### config.mk
export PLATFORM = sky130hd
export DESIGN_NAME = straight_alpha_over_blend
export DESIGN_NICKNAME = d
export VERILOG_FILES = /design/src/rtl/core/sob_pkg.sv /design/src/rtl/core/sob_front.sv /design/src/rtl/core/sob_div.sv /design/src/rtl/core/straight_alpha_over_blend.sv
export SDC_FILE = /design/constraint.sdc
export NUM_CORES = 2
export LEC_CHECK = 0
export BUFFER_PORTS_ARGS = -buffer_cell sky130_fd_sc_hd__buf_4
export CAP_MARGIN = 10
export CORE_MARGIN = 2
export CORE_UTILIZATION = 59
export DETAILED_ROUTE_END_ITERATION = 8
export GPL_ROUTABILITY_DRIVEN = 0
export PLACE_DENSITY = 0.78
export SYNTH_ARGS = -nofsm -noshare
export SYNTH_HDL_FRONTEND = slang
export SYNTH_SLANG_ARGS = --single-unit
export TNS_END_PERCENT = 100
### constraint.sdc
create_clock -name clk -period 8.3 [get_ports clk]
set_input_delay 0.415 -clock clk [delete_from_list [all_inputs] [get_ports clk]]
set_output_delay 0.415 -clock clk [all_outputs]
set_load 0.03 [all_outputs]
### src/rtl/core/sob_pkg.sv
// Shared types and constants for the straight-alpha over blend.
// Used by sob_front, sob_div and straight_alpha_over_blend; no dependencies.
package sob_pkg;

	localparam int CHAN_W    = 8;
	localparam int NUM_CH    = 3;
	localparam int PROD_W    = 16;               // 8x8 product
	localparam int TERM_W    = 24;               // 16x8 product
	localparam int NUM_W     = 25;               // blend numerator, max about 16.6M
	localparam int DEN_W     = 16;               // out_alpha*255
	localparam int DIV_STEPS = 10;               // quotient bits 9..0, bit 9/8 saturate
	localparam int QUO_W     = DIV_STEPS;
	localparam int RECIP_W   = 17;
	localparam logic [RECIP_W-1:0] RECIP_255 = 17'd32897;  // 2^23/255, exact for 16-bit x
	localparam int RECIP_SH  = 23;
	localparam logic [7:0] ROUND_255 = 8'd127;
	localparam logic [7:0] CHAN_MAX  = 8'd255;

	localparam int CFG_IDX_W = 2;
	localparam logic [CFG_IDX_W-1:0] REG_LAYER_RED   = 2'd0;
	localparam logic [CFG_IDX_W-1:0] REG_LAYER_GREEN = 2'd1;
	localparam logic [CFG_IDX_W-1:0] REG_LAYER_BLUE  = 2'd2;

	typedef struct packed {
		logic [CHAN_W-1:0] red;
		logic [CHAN_W-1:0] green;
		logic [CHAN_W-1:0] blue;
	} rgb_t;

	typedef struct packed {
		rgb_t              color;
		logic [CHAN_W-1:0] alpha;
	} pixel_t;

	// front end stage 1: raw 8x8 products
	typedef struct packed {
		logic [CHAN_W-1:0]              cov;
		logic [CHAN_W-1:0]              inv;
		logic [PROD_W-1:0]              da_inv;
		logic [NUM_CH-1:0][PROD_W-1:0]  src_cov;
		logic [NUM_CH-1:0][PROD_W-1:0]  dst_da;
		pixel_t                         pix;
	} s1_t;

	// front end stage 2: output alpha and the two numerator terms
	typedef struct packed {
		logic [CHAN_W-1:0]              cov;
		logic [CHAN_W-1:0]              oa;
		logic [NUM_CH-1:0][TERM_W-1:0]  term_src;
		logic [NUM_CH-1:0][TERM_W-1:0]  term_dst;
		pixel_t                         pix;
	} s2_t;

	// handoff to the divider
	typedef struct packed {
		logic [NUM_CH-1:0][NUM_W-1:0]   num;
		logic [DEN_W-1:0]               den;
		logic                           bypass;
		logic [CHAN_W-1:0]              oa;
		pixel_t                         pix;
	} div_in_t;

	// one restoring divider stage
	typedef struct packed {
		logic [NUM_CH-1:0][NUM_W-1:0]   rem;
		logic [NUM_CH-1:0][QUO_W-1:0]   quo;
		logic [DEN_W-1:0]               den;
		logic                           bypass;
		logic [CHAN_W-1:0]              oa;
		pixel_t                         pix;
	} div_step_t;

	function automatic logic [CHAN_W-1:0] rgb_pick(rgb_t c, int ch);
		logic [CHAN_W-1:0] r;
		case (ch)
			0:       r = c.red;
			1:       r = c.green;
			default: r = c.blue;
		endcase
		return r;
	endfunction

endpackage

### src/rtl/core/sob_front.sv
// Front end of the blend: products, output alpha, numerator and denominator.
// Three pipeline stages with valid/ready; depends on sob_pkg.
module sob_front (
	input  logic             clk,
	input  logic             arst_n,
	input  logic             in_valid,
	output logic             in_ready,
	input  logic [7:0]       cov_in,
	input  sob_pkg::pixel_t  pix_in,
	input  sob_pkg::rgb_t    layer,
	output logic             out_valid,
	input  logic             out_ready,
	output sob_pkg::div_in_t out_word
);
	import sob_pkg::*;

	s1_t     s1_d, data_s1;
	s2_t     s2_d, data_s2;
	div_in_t s3_d, data_s3;
	logic    vld_s1, vld_s2, vld_s3;
	logic    take_s1, take_s2, take_s3;

	// a stage loads when empty or when its word moves on
	assign take_s3  = !vld_s3 || out_ready;
	assign take_s2  = !vld_s2 || take_s3;
	assign take_s1  = !vld_s1 || take_s2;
	assign in_ready = take_s1;

	// stage 1: 8x8 multiplies
	always_comb begin
		s1_d.cov    = cov_in;
		s1_d.inv    = CHAN_MAX - cov_in;
		s1_d.da_inv = PROD_W'(pix_in.alpha) * PROD_W'(CHAN_MAX - cov_in);
		for (int c = 0; c < NUM_CH; c++) begin
			s1_d.src_cov[c] = PROD_W'(rgb_pick(layer, c)) * PROD_W'(cov_in);
			s1_d.dst_da[c]  = PROD_W'(rgb_pick(pix_in.color, c)) * PROD_W'(pix_in.alpha);
		end
		s1_d.pix = pix_in;
	end

	// stage 2: alpha = cov + round(da*inv/255) by reciprocal; terms src*cov*255, dst*da*inv
	logic [PROD_W-1:0]           round_x;
	logic [PROD_W+RECIP_W-1:0]   recip_p;
	logic [CHAN_W:0]             oa_sum;
	always_comb begin
		round_x = data_s1.da_inv + PROD_W'(ROUND_255);
		recip_p = (PROD_W+RECIP_W)'(round_x) * (PROD_W+RECIP_W)'(RECIP_255);
		// sum never exceeds 255: the rounded term is at most inv
		oa_sum  = (CHAN_W+1)'(data_s1.cov) + (CHAN_W+1)'(recip_p[RECIP_SH +: CHAN_W]);
		s2_d.cov = data_s1.cov;
		s2_d.oa  = oa_sum[CHAN_W-1:0];
		for (int c = 0; c < NUM_CH; c++) begin
			s2_d.term_src[c] = (TERM_W'(data_s1.src_cov[c]) << 8) - TERM_W'(data_s1.src_cov[c]);
			s2_d.term_dst[c] = TERM_W'(data_s1.dst_da[c]) * TERM_W'(data_s1.inv);
		end
		s2_d.pix = data_s1.pix;
	end

	// stage 3: den = oa*255, num = terms + den/2
	always_comb begin
		s3_d.den = (DEN_W'(data_s2.oa) << 8) - DEN_W'(data_s2.oa);
		for (int c = 0; c < NUM_CH; c++) begin
			s3_d.num[c] = NUM_W'(data_s2.term_src[c]) + NUM_W'(data_s2.term_dst[c])
				+ NUM_W'(s3_d.den >> 1);
		end
		s3_d.bypass = (data_s2.cov == '0);
		s3_d.oa     = data_s2.oa;
		s3_d.pix    = data_s2.pix;
	end

	always_ff @(posedge clk or negedge arst_n) begin
		if (!arst_n) begin
			vld_s1 <= 1'b0;
			vld_s2 <= 1'b0;
			vld_s3 <= 1'b0;
		end else begin
			if (take_s1) vld_s1 <= in_valid;
			if (take_s2) vld_s2 <= vld_s1;
			if (take_s3) vld_s3 <= vld_s2;
		end
	end

	always_ff @(posedge clk) begin
		if (take_s1 && in_valid) data_s1 <= s1_d;
		if (take_s2 && vld_s1)   data_s2 <= s2_d;
		if (take_s3 && vld_s2)   data_s3 <= s3_d;
	end

	assign out_valid = vld_s3;
	assign out_word  = data_s3;

endmodule

### src/rtl/core/sob_div.sv
// Pipelined restoring divider, one quotient bit per stage for all three channels,
// then clamp, pass-through select and output register. Depends on sob_pkg.
module sob_div (
	input  logic             clk,
	input  logic             arst_n,
	input  logic             in_valid,
	output logic             in_ready,
	input  sob_pkg::div_in_t in_word,
	output logic             out_valid,
	input  logic             out_ready,
	output sob_pkg::pixel_t  out_pix
);
	import sob_pkg::*;

	div_step_t          div_s [DIV_STEPS];
	logic               div_vld_s [DIV_STEPS];
	div_step_t          prev [DIV_STEPS];
	logic               prev_vld [DIV_STEPS];
	logic [DIV_STEPS:0] take;
	pixel_t             res_d, res_q;
	logic               res_vld_q;

	assign take[DIV_STEPS] = !res_vld_q || out_ready;
	assign in_ready        = take[0];

	always_comb begin
		prev[0].rem    = in_word.num;
		prev[0].quo    = '0;
		prev[0].den    = in_word.den;
		prev[0].bypass = in_word.bypass;
		prev[0].oa     = in_word.oa;
		prev[0].pix    = in_word.pix;
		prev_vld[0]    = in_valid;
		for (int k = 1; k < DIV_STEPS; k++) begin
			prev[k]     = div_s[k-1];
			prev_vld[k] = div_vld_s[k-1];
		end
	end

	for (genvar k = 0; k < DIV_STEPS; k++) begin : g_step
		localparam int SHIFT = DIV_STEPS - 1 - k;
		div_step_t         nxt;
		logic [NUM_W-1:0]  dsh;

		assign take[k] = !div_vld_s[k] || take[k+1];

		always_comb begin
			dsh = NUM_W'(prev[k].den) << SHIFT;
			nxt = prev[k];
			for (int c = 0; c < NUM_CH; c++) begin
				if (prev[k].rem[c] >= dsh) begin
					nxt.rem[c]        = prev[k].rem[c] - dsh;
					nxt.quo[c][SHIFT] = 1'b1;
				end
			end
		end

		always_ff @(posedge clk or negedge arst_n) begin
			if (!arst_n) begin
				div_vld_s[k] <= 1'b0;
			end else if (take[k]) begin
				div_vld_s[k] <= prev_vld[k];
			end
		end

		always_ff @(posedge clk) begin
			if (take[k] && prev_vld[k]) div_s[k] <= nxt;
		end
	end

	// quotient above 255 saturates; zero coverage passes the pixel through
	always_comb begin
		logic [NUM_CH-1:0][CHAN_W-1:0] ch;
		for (int c = 0; c < NUM_CH; c++) begin
			ch[c] = (div_s[DIV_STEPS-1].quo[c][QUO_W-1:CHAN_W] != '0) ? CHAN_MAX
				: div_s[DIV_STEPS-1].quo[c][CHAN_W-1:0];
		end
		if (div_s[DIV_STEPS-1].bypass) begin
			res_d = div_s[DIV_STEPS-1].pix;
		end else begin
			res_d.color.red   = ch[0];
			res_d.color.green = ch[1];
			res_d.color.blue  = ch[2];
			res_d.alpha       = div_s[DIV_STEPS-1].oa;
		end
	end

	always_ff @(posedge clk or negedge arst_n) begin
		if (!arst_n) begin
			res_vld_q <= 1'b0;
		end else if (take[DIV_STEPS]) begin
			res_vld_q <= div_vld_s[DIV_STEPS-1];
		end
	end

	always_ff @(posedge clk) begin
		if (take[DIV_STEPS] && div_vld_s[DIV_STEPS-1]) res_q <= res_d;
	end

	assign out_valid = res_vld_q;
	assign out_pix   = res_q;

endmodule

### src/rtl/core/straight_alpha_over_blend.sv
// Top level of the straight-alpha over blend: layer color registers and the pipeline.
// Depends on sob_pkg, sob_front and sob_div.
//
// Composites a solid layer color over one straight-alpha RGBA destination pixel,
// weighted by an 8-bit coverage. One word in, one word out, in order.
//
// Channels: input word (coverage, dest_*) on in_valid/in_ready, result word
// (out_*) on out_valid/out_ready. A word moves when valid and ready are both high.
// Layer color is set through cfg_we/cfg_index/cfg_data: index 0 red, 1 green,
// 2 blue; other indexes are ignored. Write it only while the pipe is empty.
//
// Pipeline: 14 register stages: 3 front stages (products, reciprocal alpha divide,
// numerator), 10 restoring divider stages with one quotient bit each, and the output reg.
// Throughput: one word per cycle while the receiver is ready, no dependence between words.
//
// Reset clears all valid bits and the layer color to zero; the pipe comes up empty.
// When the receiver stalls, each stage holds its word; empty stages in front
// still fill, so in_ready drops only once every stage holds a word.
module straight_alpha_over_blend (
	input  logic                           clk,
	input  logic                           arst_n,
	input  logic                           cfg_we,
	input  logic [sob_pkg::CFG_IDX_W-1:0]  cfg_index,
	input  logic [sob_pkg::CHAN_W-1:0]     cfg_data,
	input  logic                           in_valid,
	output logic                           in_ready,
	input  logic [sob_pkg::CHAN_W-1:0]     coverage,
	input  logic [sob_pkg::CHAN_W-1:0]     dest_red,
	input  logic [sob_pkg::CHAN_W-1:0]     dest_green,
	input  logic [sob_pkg::CHAN_W-1:0]     dest_blue,
	input  logic [sob_pkg::CHAN_W-1:0]     dest_alpha,
	output logic                           out_valid,
	input  logic                           out_ready,
	output logic [sob_pkg::CHAN_W-1:0]     out_red,
	output logic [sob_pkg::CHAN_W-1:0]     out_green,
	output logic [sob_pkg::CHAN_W-1:0]     out_blue,
	output logic [sob_pkg::CHAN_W-1:0]     out_alpha
);
	import sob_pkg::*;

	rgb_t    layer_q;
	pixel_t  pix_in;
	pixel_t  pix_out;
	div_in_t front_word;
	logic    front_valid;
	logic    front_ready;

	// layer color registers
	always_ff @(posedge clk or negedge arst_n) begin
		if (!arst_n) begin
			layer_q <= '0;
		end else if (cfg_we) begin
			unique case (cfg_index)
				REG_LAYER_RED:   layer_q.red   <= cfg_data;
				REG_LAYER_GREEN: layer_q.green <= cfg_data;
				REG_LAYER_BLUE:  layer_q.blue  <= cfg_data;
				default:         ;
			endcase
		end
	end

	assign pix_in.color.red   = dest_red;
	assign pix_in.color.green = dest_green;
	assign pix_in.color.blue  = dest_blue;
	assign pix_in.alpha       = dest_alpha;

	// products, output alpha, numerator/denominator
	sob_front u_front (
		.clk       (clk),
		.arst_n    (arst_n),
		.in_valid  (in_valid),
		.in_ready  (in_ready),
		.cov_in    (coverage),
		.pix_in    (pix_in),
		.layer     (layer_q),
		.out_valid (front_valid),
		.out_ready (front_ready),
		.out_word  (front_word)
	);

	// per-channel divide, clamp, pass-through, output register
	sob_div u_div (
		.clk       (clk),
		.arst_n    (arst_n),
		.in_valid  (front_valid),
		.in_ready  (front_ready),
		.in_word   (front_word),
		.out_valid (out_valid),
		.out_ready (out_ready),
		.out_pix   (pix_out)
	);

	assign out_red   = pix_out.color.red;
	assign out_green = pix_out.color.green;
	assign out_blue  = pix_out.color.blue;
	assign out_alpha = pix_out.alpha;

endmodule

# After elaboration in Yosys (flattened, before gate mapping)
# Memories as Yosys holds them, arrays and structs flattened.
# Index checks and enable logic that the tools add are counted.
# totals
in_bits	55
register_bits	554
memories	1
output_inout_bits	34
mem_bits_rw	1620
elab_cells	278
# mem_list
name	depth	word_bits	read_ports	rd_ports_with_merged_regs	write_ports	line	rtl
u_div.div_s	10	162	10	0	10	sob_div.sv:15	div_step_t div_s [DIV_STEPS];
# classes
n_mul	11
add_sub_neg	44
n_reduce_logical	50
n_lt_le_gt_ge	30
eq_ne	2
muxes	84
# ops
op	n
25-bit two-way mux	30
8-bit by 8-bit multiplier with 16-bit output	6
24-bit by 24-bit adder with 25-bit output	3
25-bit by 15-bit adder with 25-bit output	3
25-bit by 16-bit >= comparator with 1-bit output	3
25-bit by 17-bit >= comparator with 1-bit output	3
25-bit by 18-bit >= comparator with 1-bit output	3
25-bit by 19-bit >= comparator with 1-bit output	3
25-bit by 20-bit >= comparator with 1-bit output	3
25-bit by 21-bit >= comparator with 1-bit output	3
25-bit by 22-bit >= comparator with 1-bit output	3
25-bit by 23-bit >= comparator with 1-bit output	3
25-bit by 24-bit >= comparator with 1-bit output	3
25-bit >= comparator	3
25-bit by 16-bit subtractor with 25-bit output	3
25-bit by 17-bit subtractor with 25-bit output	3
25-bit by 18-bit subtractor with 25-bit output	3
25-bit by 19-bit subtractor with 25-bit output	3
25-bit by 20-bit subtractor with 25-bit output	3
25-bit by 21-bit subtractor with 25-bit output	3
25-bit by 22-bit subtractor with 25-bit output	3
25-bit by 23-bit subtractor with 25-bit output	3
25-bit by 24-bit subtractor with 25-bit output	3
25-bit subtractor	3
other kinds (21)	119

# Longest topological paths before layout
# depth
ltp_word	16
mapped_depth	27
mapped_depth_nobuf	27

# Hierarchy
# From an unflattened synthesis, not the netlist that was laid out.
# unflattened
hier_cells	10685
area_unflattened_um2	123523.5
# by_module_without_submodules
mod	seq_area_each_um2	n_inst	area_per_inst_um2	cells_per_inst
sob_div	43096.3	1	73523.0	5915
sob_front	14579.0	1	49088.3	4719
straight_alpha_over_blend	600.6	1	912.1	51

# Worst setup path before layout
# No wires, ideal clock.
# synth_path
path_type	register to register
start	register u_div.res_vld_q (netlist: u_div.out_valid)
end	memory u_div.div_s[6][0] (netlist name) (enable)
n_path_buf	0
t_required_ns	7.616
path_slack_ns	0.015
arrival_ns	7.600
setup_time_ns	0.684
stages_incl_launch_ff	5
period_less_slack_ns	8.285
cell_sequence	dfrtp_1 -> nor2b_1 -> nand3_1 -> nor2_1 -> nor2b_1
# synth_rtl
element	line	rtl
from (decl)	sob_div.sv:21	logic res_vld_q;
from (signal assigned)	sob_div.sv:92	res_vld_q <= div_vld_s[DIV_STEPS-1];
to (decl)	sob_div.sv:15	

# Worst setup path in the final report
# layout_path
start	register u_front.data_s1[131] (netlist name)
end	register u_front.data_s2[183] (netlist name) (data pin)
# layout_via
elab_chain_cells	3
# layout_lines
element	line	rtl
from (decl)	sob_front.sv:17	s1_t s1_d, data_s1;
from (signal assigned)	sob_front.sv:84	if (take_s1 && in_valid) data_s1 <= s1_d;
16-bit by 7-bit adder with 16-bit output	sob_front.sv:46	round_x = data_s1.da_inv + PROD_W'(ROUND_255);
16-bit by 16-bit multiplier with 31-bit output	sob_front.sv:47	recip_p = (PROD_W+RECIP_W)'(round_x) * (PROD_W+RECIP_W)'(RECIP_255);
8-bit adder	sob_front.sv:49	oa_sum = (CHAN_W+1)'(data_s1.cov) + (CHAN_W+1)'(recip_p[RECIP_SH +: CHAN_W]);
named net u_front.oa_sum[7]	sob_front.sv:44	logic [CHAN_W:0] oa_sum;
to (signal assigned)	sob_front.sv:85	if (take_s2 && vld_s1) data_s2 <= s2_d;
to (decl)	sob_front.sv:18	s2_t s2_d, data_s2;
# The timed path passes the listed nets, and every way through them passes these cells.
# A chain may end at the register's enable or synchronous reset.

==> metrics.txt <==
number of DRC violations after detailed routing=0; share of final-layout standard cells stronger than drive strength 1=around 6.4%; Worst path max stage delay=about 0.57 ns; DR iter-0 viols=6,645; most frequent standard cell in the layout excluding fill and tap cells=sky130_fd_sc_hd__edfxtp_1; routed wire length per instance=around 21 µm; insertion delay of the later-clocked pin in the worst-skew pair=about 0.86 ns; antenna violations before repair=8; number of H-tree levels=4; Starting Density=around three fifths; DR vias=approximately 80,000; global-route wire length before repair=roughly 450,000 µm; most common cell type on the critical path=sky130_fd_sc_hd__ha_1; number of input and output port buffers inserted=88; TritonCTS clock tree=yes; DRT Pass-1 Iters=8; layout net count=~12,000; dpl ws=between 1.5 and 2 ns; largest net degree at the start of global routing=between 150 and 200; area share of the largest cell type after synthesis=approximately 47%; Die Wd=~460 µm; register bit count reported by yosys=1,938; setup TNS after final layout=0 ns; maximum buffer depth of the clock tree=3; cell row count=166; sum of overflow across all layers after global routing=0; most used cells in the layout excluding fill and tap cells=sky130_fd_sc_hd__edfxtp_1 (1,900), sky130_fd_sc_hd__inv_1 (1,217), sky130_fd_sc_hd__ha_1 (1,046); Post-Synthesis Cells=approximately 10,000; number of setup violations in the final report=0; total placed instance area=roughly 130,000 µm²; crit path max-delay cell type=sky130_fd_sc_hd__or4_4; sum of buffers and inverters on the critical path=1; classification of the worst setup path=flip-flop to flip-flop; fin cells=13,524; Yosys warning total=0; worst clock skew=between 0.06 and 0.07 ns; Mapped Avg Cell Area=11.6 µm²; ratio of routed vias to standard cells=5.94; Netlist cell types=98; Max FO, Critical Path=6; half-perimeter wire length after detailed placement=about 220,000 µm; Final ANT Viol Nets=0; number of primary I/O pins=89; die outline height=458 µm; number of buffers inserted to repair setup after CTS=0; family with the most delay on the worst path=simple AND/OR/NAND/NOR gates; setup repair after global routing missed its margin=false; minimum setup slack in the final design=between 1.5 and 2 ns; die footprint=between 200,000 and 250,000 µm²; worst path required time=8.84 ns; Relative slew margins=between 10% and 20%; core area=about 200,000 µm²; clock sink count=between 1,500 and 2,000; share of async-settable or async-resettable flops after synthesis=roughly 2%; kind of end point of the critical path=flip-flop; clock-pin slew on the worst setup and hold paths=about 0.060 ns; result of the run=finished, final reports clean; arrival time of data at the critical path endpoint=slightly above 7 ns; overall routing resource usage=between 20 and 30%; number of enable-type register cells in the synthesized netlist=between 1,500 and 2,000; max cap viols=0; netlist area before placement=between 100,000 and 150,000 µm²; sequential share of the synthesized area=47.6%; worst hold path class=input pin to flip-flop; number of clock buffers inserted by TritonCTS=around 200; cell accounting for the most synthesized area=sky130_fd_sc_hd__edfxtp_1; Final Slew Violations=0; post-detailed-routing wire length=between 200,000 and 300,000 µm; Period minus WS final=6.53 ns; Fin. Hold Viols=0; Clock Root Buffer=sky130_fd_sc_hd__clkbuf_16; crit path launch type=flip-flop; timing-limited maximum frequency=roughly 0.15 GHz; final instance area=~130,000 µm²; worst-margin pin slew=1.23 ns; cell types with the largest area share after synthesis=sky130_fd_sc_hd__edfxtp_1 (47%), sky130_fd_sc_hd__ha_1 (11%), sky130_fd_sc_hd__fa_1 (9.5%); Placed Cells=13,122; syn_nets=12,167; final worst-path cycle share=approximately 79%; Top FF cell, synth=sky130_fd_sc_hd__edfxtp_1; Fill cells=between 10,000 and 15,000; layout-stage area growth over the synthesis result=8.81%; via count of the first global-routing pass=83,408
## stage by stage
stage               hold slack (ns)  util [%]
global route                 0.0195      64.7
CTS                        0.000579      64.7
finish                       0.0701      64.7
floorplan                     0.119         -
detailed placement            0.405      61.3
global placement              0.401      61.3
## kinds of logic after synthesis
logic type / after synthesis / share of synthesized area, %
AND/OR/NAND/NOR: 2862 / 11.8
flip-flops: 1938 / 47.6
AO/OA/AOI/OAI: 1777 / 9.22
adder cells (fa/ha/maj): 1626 / 20.3
buffers and inverters: 1409 / 4.37
XOR/XNOR: 680 / 4.89
multiplexers: 194 / 1.77
## per-layer routing
metal  track usage (%)  vias to the layer above  wire, µm
li1                  -                    37294         -
met1              31.2                    39191    107000
met2              48.3                     2979    144000
met3              4.44                      917     15800
met4              18.6                        8     21900
met5                 0                        -        53
## synth_stat cells, types with 14 or more instances
| master | instances |
|---|---|
| sky130_fd_sc_hd__nand4_1 | 81 |
| sky130_fd_sc_hd__mux2_2 | 165 |
| sky130_fd_sc_hd__a31o_2 | 17 |
| sky130_fd_sc_hd__nor4b_1 | 26 |
| sky130_fd_sc_hd__xnor2_1 | 440 |
| sky130_fd_sc_hd__o31ai_1 | 48 |
| sky130_fd_sc_hd__ha_1 | 1046 |
| sky130_fd_sc_hd__o2111ai_1 | 20 |
| sky130_fd_sc_hd__o21ai_0 | 420 |
| sky130_fd_sc_hd__a21boi_0 | 36 |
| sky130_fd_sc_hd__nand2_1 | 823 |
| sky130_fd_sc_hd__o31a_1 | 14 |
| sky130_fd_sc_hd__inv_1 | 1217 |
| sky130_fd_sc_hd__nand3b_1 | 18 |
| sky130_fd_sc_hd__and2_1 | 460 |
| sky130_fd_sc_hd__a211o_1 | 17 |
| sky130_fd_sc_hd__o211ai_1 | 31 |
| sky130_fd_sc_hd__o21ai_1 | 14 |
| sky130_fd_sc_hd__nor2_1 | 539 |
| sky130_fd_sc_hd__a31oi_1 | 39 |
| sky130_fd_sc_hd__nor3_1 | 189 |
| sky130_fd_sc_hd__o21a_1 | 113 |
| sky130_fd_sc_hd__mux2i_1 | 28 |
| sky130_fd_sc_hd__nor4_1 | 89 |
| sky130_fd_sc_hd__and3_1 | 43 |
| sky130_fd_sc_hd__nand4b_1 | 17 |
| sky130_fd_sc_hd__clkbuf_1 | 162 |
| sky130_fd_sc_hd__edfxtp_1 | 1900 |
| sky130_fd_sc_hd__a211oi_1 | 53 |
| sky130_fd_sc_hd__nor2b_1 | 178 |
| sky130_fd_sc_hd__buf_2 | 15 |
| sky130_fd_sc_hd__nor3b_1 | 15 |
| sky130_fd_sc_hd__o21bai_1 | 59 |
| sky130_fd_sc_hd__xor2_1 | 240 |
| sky130_fd_sc_hd__or3_1 | 67 |
| sky130_fd_sc_hd__nand2b_1 | 125 |
| sky130_fd_sc_hd__fa_1 | 580 |
| sky130_fd_sc_hd__a21oi_1 | 566 |
| sky130_fd_sc_hd__a21o_1 | 173 |
| sky130_fd_sc_hd__nand3_1 | 97 |
| sky130_fd_sc_hd__or2_2 | 36 |
| sky130_fd_sc_hd__dfrtp_1 | 38 |
| sky130_fd_sc_hd__or4_1 | 28 |
| sky130_fd_sc_hd__a2111oi_0 | 16 |
## path summary, 6_finish.rpt
kind | startpoint | end | slack (ns) | depth (start not counted)
hold reg to reg | u_div.div_s[0][40] | u_div.div_s[1][40] | 0.40 | 0
max in group asynchronous | arst_n | u_div.div_vld_s[9] | 7.63 | 2
hold / removal | dest_alpha[7] | u_front.data_s1[7] | 0.07 | 1
min in group asynchronous | arst_n | layer_q[7] | 0.16 | 2
setup reg to reg | u_front.data_s1[131] | u_front.data_s2[183] | 1.77 | 25
setup / recovery | u_front.data_s1[131] | u_front.data_s2[183] | 1.77 | 25
## registers in the layout, indices dropped and copies added (netlist names)
register,count
u_div.div_s,1385
u_front.data_s2,192
u_front.data_s1,160
u_front.out_word,131
u_div.out_pix,32
layer_q,24
u_div.div_vld_s,10
u_div.out_valid,1
u_front.out_valid,1
u_front.vld_s1,1
u_front.vld_s2,1
## area by class of cell
class / instances / area, µm² / share of cell area [%]
antenna: 5 / 12.5 / 0.00944
inverter: 1222 / 4590 / 3.46
sequential: 1938 / 58000 / 43.8
clock inverter: 121 / 1430 / 1.08
timing repair buffer: 173 / 1430 / 1.08
tap: 2688 / 3360 / 2.54
multi-input combinational: 7139 / 58500 / 44.2
clock buffer: 238 / 5110 / 3.86
## repair_timing
action / CTS / global route
hold endpoints to repair: 95 / 0
gates resized for setup: 0 / 0
hold buffers: 38 / 0
Power is not shown: default switching activity piles up to over one toggle a cycle in this logic, so the estimate is an artifact.
